$ cat config.mk
export PLATFORM = sky130hd
export DESIGN_NAME = uart_command_line_decoder_top
export DESIGN_NICKNAME = d
export VERILOG_FILES = /design/src/rtl/ucld_pkg.sv /design/src/rtl/ucld_front.sv /design/src/rtl/ucld_queue.sv /design/src/rtl/ucld_back.sv /design/src/rtl/uart_command_line_decoder_top.sv
export VERILOG_INCLUDE_DIRS = /design/src /design/src/rtl
export SDC_FILE = /design/constraint.sdc
export NUM_CORES = 1
export LEC_CHECK = 0
export BUFFER_PORTS_ARGS = -buffer_cell sky130_fd_sc_hd__buf_2
export CELL_PAD_IN_SITES_DETAIL_PLACEMENT = 1
export CELL_PAD_IN_SITES_GLOBAL_PLACEMENT = 2
export CORE_ASPECT_RATIO = 1.2
export CORE_UTILIZATION = 40
export DETAILED_ROUTE_END_ITERATION = 12
export GPL_TIMING_DRIVEN = 0
export HOLD_SLACK_MARGIN = 0.15
export PLACE_DENSITY_LB_ADDON = 0.1
export SYNTH_ARGS = -nofsm -noshare
export SYNTH_HDL_FRONTEND = slang
export SYNTH_SLANG_ARGS = --single-unit
$ cat constraint.sdc
create_clock -name i_clk -period 5.3 [get_ports i_clk]
set_input_delay 0 -clock i_clk [delete_from_list [all_inputs] [get_ports i_clk]]
set_output_delay 0 -clock i_clk [all_outputs]
set_load 0.005 [all_outputs]
$ cat src/rtl/uart_command_line_decoder_top_defines.svh
// Assertion macros for the command line decoder RTL.
// No dependencies; pulled in by ucld_back, the module that carries checks.
`ifndef UART_COMMAND_LINE_DECODER_TOP_DEFINES_SVH
`define UART_COMMAND_LINE_DECODER_TOP_DEFINES_SVH

// Same-cycle implication, masked while reset is low.
`define UCLD_ASSERT_NOW(label, clk, rst_n, ante, cons) \
    label: assert property (@(posedge clk) disable iff (!(rst_n)) (ante) |-> (cons)) \
        else $error("ucld check failed");

// Next-cycle implication, masked while reset is low.
`define UCLD_ASSERT_NEXT(label, clk, rst_n, ante, cons) \
    label: assert property (@(posedge clk) disable iff (!(rst_n)) (ante) |=> (cons)) \
        else $error("ucld check failed");

`endif

$ cat src/rtl/ucld_pkg.sv
// Shared types, response codes and keyword tables for the command line decoder.
// No dependencies.
`default_nettype none

package ucld_pkg;

    localparam int LINE_CAPACITY_DEF = 64;
    localparam int TOKEN_LIMIT_DEF   = 4;
    localparam int QUEUE_DEPTH_DEF   = 4;

    localparam logic [2:0] RESP_HELP     = 3'd0;
    localparam logic [2:0] RESP_STATUS   = 3'd1;
    localparam logic [2:0] RESP_LED_DONE = 3'd2;
    localparam logic [2:0] RESP_TOO_LONG = 3'd3;
    localparam logic [2:0] RESP_UNKNOWN  = 3'd4;
    localparam logic [2:0] RESP_BAD_ARGS = 3'd5;

    localparam logic [2:0] TOKEN_POS_MAX = 3'd7;

    typedef enum logic [2:0] {
        CLS_TERM,
        CLS_BLANK,
        CLS_HASH,
        CLS_SLASH,
        CLS_OTHER
    } t_char_class;

    typedef struct packed {
        t_char_class cls;
        logic [7:0]  ch;    // upper-case folded
    } t_item;

    typedef enum logic {
        LINE_IDLE,
        LINE_RECV
    } t_line_state;

    typedef enum logic [1:0] {
        WORD_NONE,
        WORD_FIRST,
        WORD_SECOND
    } t_word;

    // Keyword tables, zero padded; a folded non-zero byte never matches padding.
    localparam logic [7:0] FIRST_WORDS [3][8] = '{
        '{"H", "E", "L", "P", 8'h00, 8'h00, 8'h00, 8'h00},
        '{"S", "T", "A", "T", "U",   "S",   8'h00, 8'h00},
        '{"L", "E", "D", 8'h00, 8'h00, 8'h00, 8'h00, 8'h00}
    };
    localparam logic [2:0] FIRST_LENS [3] = '{3'd4, 3'd6, 3'd3};

    localparam logic [7:0] SECOND_WORDS [3][8] = '{
        '{"O", "N", 8'h00, 8'h00, 8'h00, 8'h00, 8'h00, 8'h00},
        '{"O", "F", "F", 8'h00, 8'h00, 8'h00, 8'h00, 8'h00},
        '{"T", "O", "G", "G", "L",   "E",   8'h00, 8'h00}
    };
    localparam logic [2:0] SECOND_LENS [3] = '{3'd2, 3'd3, 3'd6};

    function automatic logic [2:0] narrow_first_char(logic [2:0] cands, logic [2:0] pos,
                                                     logic [7:0] ch);
        logic [2:0] res;
        res = cands;
        for (int k = 0; k < 3; k++) begin
            if (pos >= FIRST_LENS[k] || FIRST_WORDS[k][pos] != ch) begin
                res[k] = 1'b0;
            end
        end
        return res;
    endfunction

    function automatic logic [2:0] narrow_second_char(logic [2:0] cands, logic [2:0] pos,
                                                      logic [7:0] ch);
        logic [2:0] res;
        res = cands;
        for (int k = 0; k < 3; k++) begin
            if (pos >= SECOND_LENS[k] || SECOND_WORDS[k][pos] != ch) begin
                res[k] = 1'b0;
            end
        end
        return res;
    endfunction

    function automatic logic [2:0] narrow_first_len(logic [2:0] cands, logic [2:0] pos);
        logic [2:0] res;
        res = cands;
        for (int k = 0; k < 3; k++) begin
            if (pos != FIRST_LENS[k]) begin
                res[k] = 1'b0;
            end
        end
        return res;
    endfunction

    function automatic logic [2:0] narrow_second_len(logic [2:0] cands, logic [2:0] pos);
        logic [2:0] res;
        res = cands;
        for (int k = 0; k < 3; k++) begin
            if (pos != SECOND_LENS[k]) begin
                res[k] = 1'b0;
            end
        end
        return res;
    endfunction

endpackage

`default_nettype wire

$ cat src/rtl/ucld_front.sv
// Input side: takes bytes, drops zero bytes, classifies and folds the rest.
// Depends on ucld_pkg.
`default_nettype none

module ucld_front
    import ucld_pkg::*;
(
    input  wire logic       i_in_valid,
    output logic            o_in_ready,
    input  wire logic [7:0] i_rx_byte,
    input  wire logic       i_q_full,
    output logic            o_push,
    output t_item           o_item
);

    always_comb begin
        o_in_ready = !i_q_full;
        o_push     = i_in_valid && !i_q_full && (i_rx_byte != 8'h00);

        if (i_rx_byte == 8'h0D || i_rx_byte == 8'h0A) begin
            o_item.cls = CLS_TERM;
        end else if (i_rx_byte == 8'h20 || i_rx_byte == 8'h09) begin
            o_item.cls = CLS_BLANK;
        end else if (i_rx_byte == "#") begin
            o_item.cls = CLS_HASH;
        end else if (i_rx_byte == "/") begin
            o_item.cls = CLS_SLASH;
        end else begin
            o_item.cls = CLS_OTHER;
        end

        if (i_rx_byte >= "a" && i_rx_byte <= "z") begin
            o_item.ch = i_rx_byte - 8'd32;
        end else begin
            o_item.ch = i_rx_byte;
        end
    end

endmodule

`default_nettype wire

$ cat src/rtl/ucld_queue.sv
// Small FIFO of classified bytes between the front and back ends.
// Depends on ucld_pkg.
`default_nettype none

module ucld_queue
    import ucld_pkg::*;
#(
    parameter int DEPTH = QUEUE_DEPTH_DEF
) (
    input  wire logic  i_clk,
    input  wire logic  i_rst_n,
    input  wire logic  i_push,
    input  wire t_item i_item,
    output logic       o_full,
    input  wire logic  i_pop,
    output logic       o_valid,
    output t_item      o_item
);

    localparam int PTR_W = (DEPTH > 1) ? $clog2(DEPTH) : 1;
    localparam int CNT_W = $clog2(DEPTH + 1);

    t_item             r_slots [DEPTH];
    logic [PTR_W-1:0]  r_wr_ptr;
    logic [PTR_W-1:0]  r_rd_ptr;
    logic [CNT_W-1:0]  r_count;

    function automatic logic [PTR_W-1:0] ptr_inc(logic [PTR_W-1:0] p);
        if (p == PTR_W'(DEPTH - 1)) begin
            return '0;
        end
        return p + 1'b1;
    endfunction

    assign o_full  = (r_count == CNT_W'(DEPTH));
    assign o_valid = (r_count != '0);
    assign o_item  = r_slots[r_rd_ptr];

    always_ff @(posedge i_clk) begin
        if (!i_rst_n) begin
            r_wr_ptr <= '0;
            r_rd_ptr <= '0;
            r_count  <= '0;
        end else begin
            if (i_push) begin
                r_wr_ptr <= ptr_inc(r_wr_ptr);
            end
            if (i_pop) begin
                r_rd_ptr <= ptr_inc(r_rd_ptr);
            end
            if (i_push && !i_pop) begin
                r_count <= r_count + 1'b1;
            end else if (!i_push && i_pop) begin
                r_count <= r_count - 1'b1;
            end
        end
    end

    always_ff @(posedge i_clk) begin
        if (i_push) begin
            r_slots[r_wr_ptr] <= i_item;
        end
    end

endmodule

`default_nettype wire

$ cat src/rtl/ucld_back.sv
// Back end: line assembly, keyword matching, LED bit and the result register.
// Depends on ucld_pkg and the assertion macro header.
`default_nettype none
`include "uart_command_line_decoder_top_defines.svh"

module ucld_back
    import ucld_pkg::*;
#(
    parameter int LINE_CAPACITY = LINE_CAPACITY_DEF,
    parameter int TOKEN_LIMIT   = TOKEN_LIMIT_DEF
) (
    input  wire logic       i_clk,
    input  wire logic       i_rst_n,
    input  wire logic       i_q_valid,
    input  wire t_item      i_q_item,
    output logic            o_pop,
    output logic            o_out_valid,
    input  wire logic       i_out_ready,
    output logic [2:0]      o_response,
    output logic            o_led_level
);

    localparam int LEN_W = $clog2(LINE_CAPACITY);
    localparam int TOK_W = $clog2(TOKEN_LIMIT + 1);

    t_line_state       r_state, n_state;
    logic [LEN_W-1:0]  r_len, n_len;
    logic              r_comment, n_comment;
    logic              r_slash, n_slash;
    logic [TOK_W-1:0]  r_tok, n_tok;
    logic              r_inside, n_inside;
    logic [2:0]        r_pos, n_pos;
    logic [2:0]        r_fc, n_fc;
    logic [2:0]        r_sc, n_sc;
    logic              r_led, n_led;
    t_word             r_active, n_active;
    logic              r_out_valid, n_out_valid;
    logic [2:0]        r_resp, n_resp;

    logic              start, take, finish, close_tok, load;

    always_ff @(posedge i_clk) begin
        if (!i_rst_n) begin
            r_state     <= LINE_IDLE;
            r_len       <= '0;
            r_comment   <= 1'b0;
            r_slash     <= 1'b0;
            r_tok       <= '0;
            r_inside    <= 1'b0;
            r_pos       <= '0;
            r_fc        <= 3'b111;
            r_sc        <= 3'b111;
            r_led       <= 1'b0;
            r_active    <= WORD_NONE;
            r_out_valid <= 1'b0;
        end else begin
            r_state     <= n_state;
            r_len       <= n_len;
            r_comment   <= n_comment;
            r_slash     <= n_slash;
            r_tok       <= n_tok;
            r_inside    <= n_inside;
            r_pos       <= n_pos;
            r_fc        <= n_fc;
            r_sc        <= n_sc;
            r_led       <= n_led;
            r_active    <= n_active;
            r_out_valid <= n_out_valid;
        end
    end

    always_ff @(posedge i_clk) begin
        r_resp <= n_resp;
    end

    always_comb begin
        n_state   = r_state;
        n_len     = r_len;
        n_comment = r_comment;
        n_slash   = r_slash;
        n_tok     = r_tok;
        n_inside  = r_inside;
        n_pos     = r_pos;
        n_fc      = r_fc;
        n_sc      = r_sc;
        n_led     = r_led;
        n_active  = r_active;
        n_resp    = r_resp;
        start     = 1'b0;
        take      = 1'b0;
        finish    = 1'b0;
        close_tok = 1'b0;
        load      = 1'b0;

        o_pop = i_q_valid && (!r_out_valid || i_out_ready);

        if (o_pop) begin
            case (r_state)
                LINE_IDLE: begin
                    if (i_q_item.cls != CLS_TERM) begin
                        start = 1'b1;
                        take  = 1'b1;
                    end
                end
                LINE_RECV: begin
                    if (i_q_item.cls == CLS_TERM) begin
                        finish = 1'b1;
                    end else if (r_len >= LEN_W'(LINE_CAPACITY - 1)) begin
                        // overflowing byte is dropped, next non-terminator byte opens a new line
                        n_state = LINE_IDLE;
                        load    = 1'b1;
                        n_resp  = RESP_TOO_LONG;
                    end else begin
                        take = 1'b1;
                    end
                end
                default: begin
                    n_state = LINE_IDLE;
                end
            endcase
        end

        if (start) begin
            n_state   = LINE_RECV;
            n_len     = '0;
            n_comment = 1'b0;
            n_slash   = 1'b0;
            n_tok     = '0;
            n_inside  = 1'b0;
            n_pos     = '0;
            n_fc      = 3'b111;
            n_sc      = 3'b111;
            n_active  = WORD_NONE;
        end

        if (take) begin
            if (n_len == '0) begin
                if (i_q_item.cls == CLS_HASH) begin
                    n_comment = 1'b1;
                end else if (i_q_item.cls == CLS_SLASH) begin
                    n_slash = 1'b1;
                end
            end else if (n_len == LEN_W'(1) && n_slash && i_q_item.cls == CLS_SLASH) begin
                n_comment = 1'b1;
            end
            n_len = n_len + 1'b1;

            if (i_q_item.cls == CLS_BLANK) begin
                close_tok = 1'b1;
            end else begin
                if (!n_inside) begin
                    n_inside = 1'b1;
                    n_pos    = '0;
                    n_active = WORD_NONE;
                    if (n_tok < TOK_W'(TOKEN_LIMIT)) begin
                        n_tok = n_tok + 1'b1;
                        if (n_tok == TOK_W'(1)) begin
                            n_active = WORD_FIRST;
                        end else if (n_tok == TOK_W'(2)) begin
                            n_active = WORD_SECOND;
                        end
                    end
                end
                if (n_active == WORD_FIRST) begin
                    n_fc = narrow_first_char(n_fc, n_pos, i_q_item.ch);
                end else if (n_active == WORD_SECOND) begin
                    n_sc = narrow_second_char(n_sc, n_pos, i_q_item.ch);
                end
                if (n_pos != TOKEN_POS_MAX) begin
                    n_pos = n_pos + 1'b1;
                end
            end
        end

        if (finish) begin
            close_tok = 1'b1;
        end

        if (close_tok && n_inside) begin
            if (n_active == WORD_FIRST) begin
                n_fc = narrow_first_len(n_fc, n_pos);
            end else if (n_active == WORD_SECOND) begin
                n_sc = narrow_second_len(n_sc, n_pos);
            end
            n_inside = 1'b0;
            n_active = WORD_NONE;
        end

        if (finish) begin
            n_state = LINE_IDLE;
            if (!n_comment && n_tok != '0) begin
                load = 1'b1;
                if (n_fc[0]) begin
                    n_resp = RESP_HELP;
                end else if (n_fc[1]) begin
                    n_resp = RESP_STATUS;
                end else if (n_fc[2]) begin
                    if (n_tok != TOK_W'(2)) begin
                        n_resp = RESP_BAD_ARGS;
                    end else if (n_sc[0]) begin
                        n_led  = 1'b1;
                        n_resp = RESP_LED_DONE;
                    end else if (n_sc[1]) begin
                        n_led  = 1'b0;
                        n_resp = RESP_LED_DONE;
                    end else if (n_sc[2]) begin
                        n_led  = !n_led;
                        n_resp = RESP_LED_DONE;
                    end else begin
                        n_resp = RESP_BAD_ARGS;
                    end
                end else begin
                    n_resp = RESP_UNKNOWN;
                end
            end
        end

        if (load) begin
            n_out_valid = 1'b1;
        end else if (i_out_ready) begin
            n_out_valid = 1'b0;
        end else begin
            n_out_valid = r_out_valid;
        end
    end

    assign o_out_valid = r_out_valid;
    assign o_response  = r_resp;
    assign o_led_level = r_led;

    `UCLD_ASSERT_NOW(a_resp_code, i_clk, i_rst_n, r_out_valid, r_resp <= RESP_BAD_ARGS)
    `UCLD_ASSERT_NOW(a_len_bound, i_clk, i_rst_n, 1'b1, r_len <= LEN_W'(LINE_CAPACITY - 1))
    `UCLD_ASSERT_NOW(a_tok_bound, i_clk, i_rst_n, 1'b1, r_tok <= TOK_W'(TOKEN_LIMIT))
    `UCLD_ASSERT_NOW(a_word_in_token, i_clk, i_rst_n, r_active != WORD_NONE, r_inside)
    `UCLD_ASSERT_NOW(a_led_only_on_done, i_clk, i_rst_n, !$stable(r_led), r_out_valid && r_resp == RESP_LED_DONE)

endmodule

`default_nettype wire

$ cat src/rtl/uart_command_line_decoder_top.sv
// Command line decoder for a received byte stream.
// Channels: input byte i_rx_byte on i_in_valid/o_in_ready; result request
//   o_response/o_led_level on o_out_valid/i_out_ready.
// A zero byte is taken and dropped. CR or LF ends a line; a line that
//   answers yields one result: 0 help, 1 LED status, 2 LED done,
//   3 line too long, 4 unknown command, 5 bad arguments.
// Throughput: one byte per cycle sustained while the receiver does not stall.
// Result path: with the queue empty and the result register free, the
//   terminating byte of a line is written into the queue when accepted,
//   then decoded into the result register, which drives o_out_valid.
// A QUEUE_DEPTH-entry queue separates the byte classifier from the line
//   decoder. While the receiver stalls, the result register holds, the
//   decoder stops draining the queue, and o_in_ready drops once it is full.
// Reset (i_rst_n low, synchronous): queue empty, between lines, LED off,
//   no result pending.
// Depends on ucld_pkg, ucld_front, ucld_queue, ucld_back.
`default_nettype none

module uart_command_line_decoder_top
    import ucld_pkg::*;
#(
    parameter int LINE_CAPACITY = LINE_CAPACITY_DEF,
    parameter int TOKEN_LIMIT   = TOKEN_LIMIT_DEF,
    parameter int QUEUE_DEPTH   = QUEUE_DEPTH_DEF
) (
    input  wire logic       i_clk,
    input  wire logic       i_rst_n,
    input  wire logic       i_in_valid,
    output logic            o_in_ready,
    input  wire logic [7:0] i_rx_byte,
    output logic            o_out_valid,
    input  wire logic       i_out_ready,
    output logic [2:0]      o_response,
    output logic            o_led_level
);

    logic  q_full;
    logic  q_push;
    logic  q_pop;
    logic  q_valid;
    t_item push_item;
    t_item pop_item;

    ucld_front u_front (
        .i_in_valid (i_in_valid),
        .o_in_ready (o_in_ready),
        .i_rx_byte  (i_rx_byte),
        .i_q_full   (q_full),
        .o_push     (q_push),
        .o_item     (push_item)
    );

    ucld_queue #(
        .DEPTH (QUEUE_DEPTH)
    ) u_queue (
        .i_clk   (i_clk),
        .i_rst_n (i_rst_n),
        .i_push  (q_push),
        .i_item  (push_item),
        .o_full  (q_full),
        .i_pop   (q_pop),
        .o_valid (q_valid),
        .o_item  (pop_item)
    );

    ucld_back #(
        .LINE_CAPACITY (LINE_CAPACITY),
        .TOKEN_LIMIT   (TOKEN_LIMIT)
    ) u_back (
        .i_clk       (i_clk),
        .i_rst_n     (i_rst_n),
        .i_q_valid   (q_valid),
        .i_q_item    (pop_item),
        .o_pop       (q_pop),
        .o_out_valid (o_out_valid),
        .i_out_ready (i_out_ready),
        .o_response  (o_response),
        .o_led_level (o_led_level)
    );

endmodule

`default_nettype wire
==> results.md <==
* Area Overhead vs Synth at 14.7%
* Synth cell count leaders: 44 x edfxtp_1, 40 x nand2_1, 38 x dfxtp_1
* Initial Util at 0.410
* Critical path class: reg2reg
* Max Clk Rate at about 200 MHz
* Final wirelength at between 10,000 and 15,000 um
* Max-Cap Viols at 0
* Via/cell ratio at 5.65
* Wire per inst at roughly 19 um
* Worst slew pin tran at 0.894 ns
* Post-synth top area share at 0.292
* Largest net degree at the start of global routing at 20
* Row count at 42
* Fin. Hold Viols at 0
* Ports at 18
* Clk buf depth at 2
* Synth warn at 0
* FF+latch count, synth at between 80 and 90
* EDFF count, synth at 44
* Std-Cell Core Area at approximately 11,000 um^2
* Post-Layout Cell Count at around 600
* Share of cells above drive strength 1 at 0.143
* Layout Nets at 496
* Htree depth at 3
* I/O Buffers at 17
* PD cells at 513 nW/um^2
* Worst skew pair latency at roughly 0.34 ns
* Finished Cell Area at 5190 um^2
* Synth Net Count at 460
* Post-Syn Instances at about 430
* Sequential area share after synthesis at 0.460
* Tcrit/Tclk final at 0.932
* CP Max Fanout at 19
* Leak Pwr at 1.91 nW
* Startpoint Class: flip-flop
* Drt first pass iters at 4
* Worst clock skew at roughly 0.0086 ns
* Placer Congestion at roughly 0.73
* Root Driver: clkbuf_16
* # setup viols final at 0
* Status: finished, final reports clean
* N_diodes at 0
* Mapped cell area at 4520 um^2
* Synth top area cells: edfxtp_1 29%, dfxtp_1 17%, ha_1 5.8%, mux4_2 5.0%, nand2_1 3.3%
* Most numerous cell in the Yosys netlist: edfxtp_1
* Total power draw at roughly 0.0027 W
* Placed insts at between 500 and 600
* Reg clk slew, reported paths at 0.07 ns
* Peak supply drop at around 260 uV
* Die width at 99.1 um
* CP Data Arrival Time at 5.17 ns
* Avg Inst Size Synth at ~11 um^2
* Grt ovf at 0
* 1st-iter DRT viols at between 100 and 150
* Die height at around 120 um
* First-pass GRT wire length at 18,600 um
* Main synth FF type: edfxtp_1
* Sink Count at 82
* Final Max Slew Viols at 0
* Vias in the first global route at about 3,600
* Post-synthesis async set-or-reset flop share at 0
* Initial antenna violation count at 0
* Total GRT Usage at 0.209
* Post-DP Area at about 4800 um^2
* Critical Path RT at 5.53 ns
* Final ANT Viol Nets at 0
* Total number of vias at 3,387
* CTS buffer count at 9
* Die area at 11,700 um^2
* Post-synth top area cell: edfxtp_1
* Max-slew headroom at the worst pin at 0.399
* CTS tree: yes
* Hold Path Class: in2reg
* # DRC at 0
* Postcts setup bufs at 0
* Final Core Density at 0.470
* Unique masters post-synth at 69
* Final min period at ~4.9 ns
* CP endpoint kind: flip-flop
* Detailed Place HPWL at around 8400 um
cell usage in the layout (no fill, tap or decap), drive strengths merged, types with 6 or more instances in the layout:
master       count
edfxtp          44
nand2           42
dfxtp           38
nor2            32
inv             24
buf             22
ha              21
and2            18
clkbuf          17
nand3           15
nor3            14
o21ai           14
a21oi           11
mux4            10
xnor2           10
dlygate4sd3      9
mux2i            9
xor2             8
nor2b            8
nor4             8
nand4            7
nand2b           6
a31oi            6
path summary, 6_finish.rpt:
kind,start,to,slack [ns],cells after the start
max,flip-flop,u_back.o_led_level,0.36,16
max reg2reg,flip-flop,u_back.o_led_level,0.36,16
min,i_in_valid,u_queue.r_wr_ptr[1],0.22,5
min reg2reg,u_back.o_response[2],u_back.o_response[2],0.47,1
per-layer routing:
metal / track usage / part of all wire / vias up
li1: - / - / 1655
met1: 0.252 / 0.45 / 1687
met2: 0.381 / 0.52 / 32
met3: 0.0319 / 0.018 / 13
met4: 0.0653 / 0.015 / 0
met5: 0 / 0 / -
cells by family (layout without fill, tap and decap cells):
family / after synthesis / after routing / synth area share
AO/OA/AOI/OAI: 72 / 72 / 0.125
flip-flops: 82 / 82 / 0.460
buffers and inverters: 36 / 77 / 0.0346
AND/OR/NAND/NOR: 175 / 175 / 0.208
multiplexers: 21 / 21 / 0.0747
XOR/XNOR: 18 / 18 / 0.0349
adder cells (fa/ha/maj): 22 / 22 / 0.0625
where the power goes:
part / leakage, nW / internal, W / switching [W]
Sequential: 0.707 / 0.000775 / 0.0000544
Combinational: 1.05 / 0.000437 / 0.000701
Clock: 0.156 / 0.000417 / 0.000276
Total: 1.91 / 0.00163 / 0.00103
area by class of cell:
type | count | area (um^2)
tap | 132 | 165
clock buffer | 9 | 225
timing repair buffer | 26 | 175
buffer | 13 | 70.1
sequential | 82 | 2080
inverter | 22 | 82.6
fill | 1229 | 5850
clock inverter | 7 | 100
multi-input combinational | 308 | 2290
critical path, stage by stage, from the launching register on:
cell,delay (ns)
dfxtp_1,0.33
buf_6,0.18
mux4_2,0.64
or3_1,0.53
nand2_2,0.18
buf_4,0.29
nand3_1,0.27
inv_1,0.16
ha_1,0.33
nand2_1,0.12
o2111ai_1,0.40
a221oi_1,0.20
nor3b_1,0.43
o221ai_2,0.18
a31oi_2,0.21
nand4_1,0.20
mux2i_1,0.16
registers in the layout, indices dropped and copies added, names as in the netlist, named ones only:
signal              flops
u_back.r_comment        1
u_back.r_sc             3
u_queue.r_wr_ptr        2
u_back.r_fc             3
u_back.r_active         2
u_queue.r_count         3
u_back.r_tok            3
u_queue.r_rd_ptr        2
u_back.o_led_level      1
u_back.r_pos            3
u_back.r_inside         1
u_back.r_len            6
u_back.r_state          1
u_back.o_response       3
u_back.o_out_valid      1
u_back.r_slash          1
u_queue.r_slots        44
repair_timing:
action,4_1_cts,5_1_grt
pin swaps,0,0
endpoints found under the setup margin,4,1
hold buffers,9,0
endpoints found under the hold margin,30,0
resized for setup,0,1
per-stage QoR:
| step | TNS, ns | hold slack [ns] | setup WS (ns) |
|---|---|---|---|
| after floorplan | 0 | 0.0731 | 0.986 |
| after global placement | -0.127 | 0.213 | -0.0638 |
| after detailed placement | -0.288 | 0.217 | -0.127 |
| after CTS | 0 | 0.223 | 0.329 |
| after global routing | -0.00889 | 0.248 | -0.00889 |
| final | 0 | 0.221 | 0.360 |
Note: power is estimated with default switching activity, not from simulation.
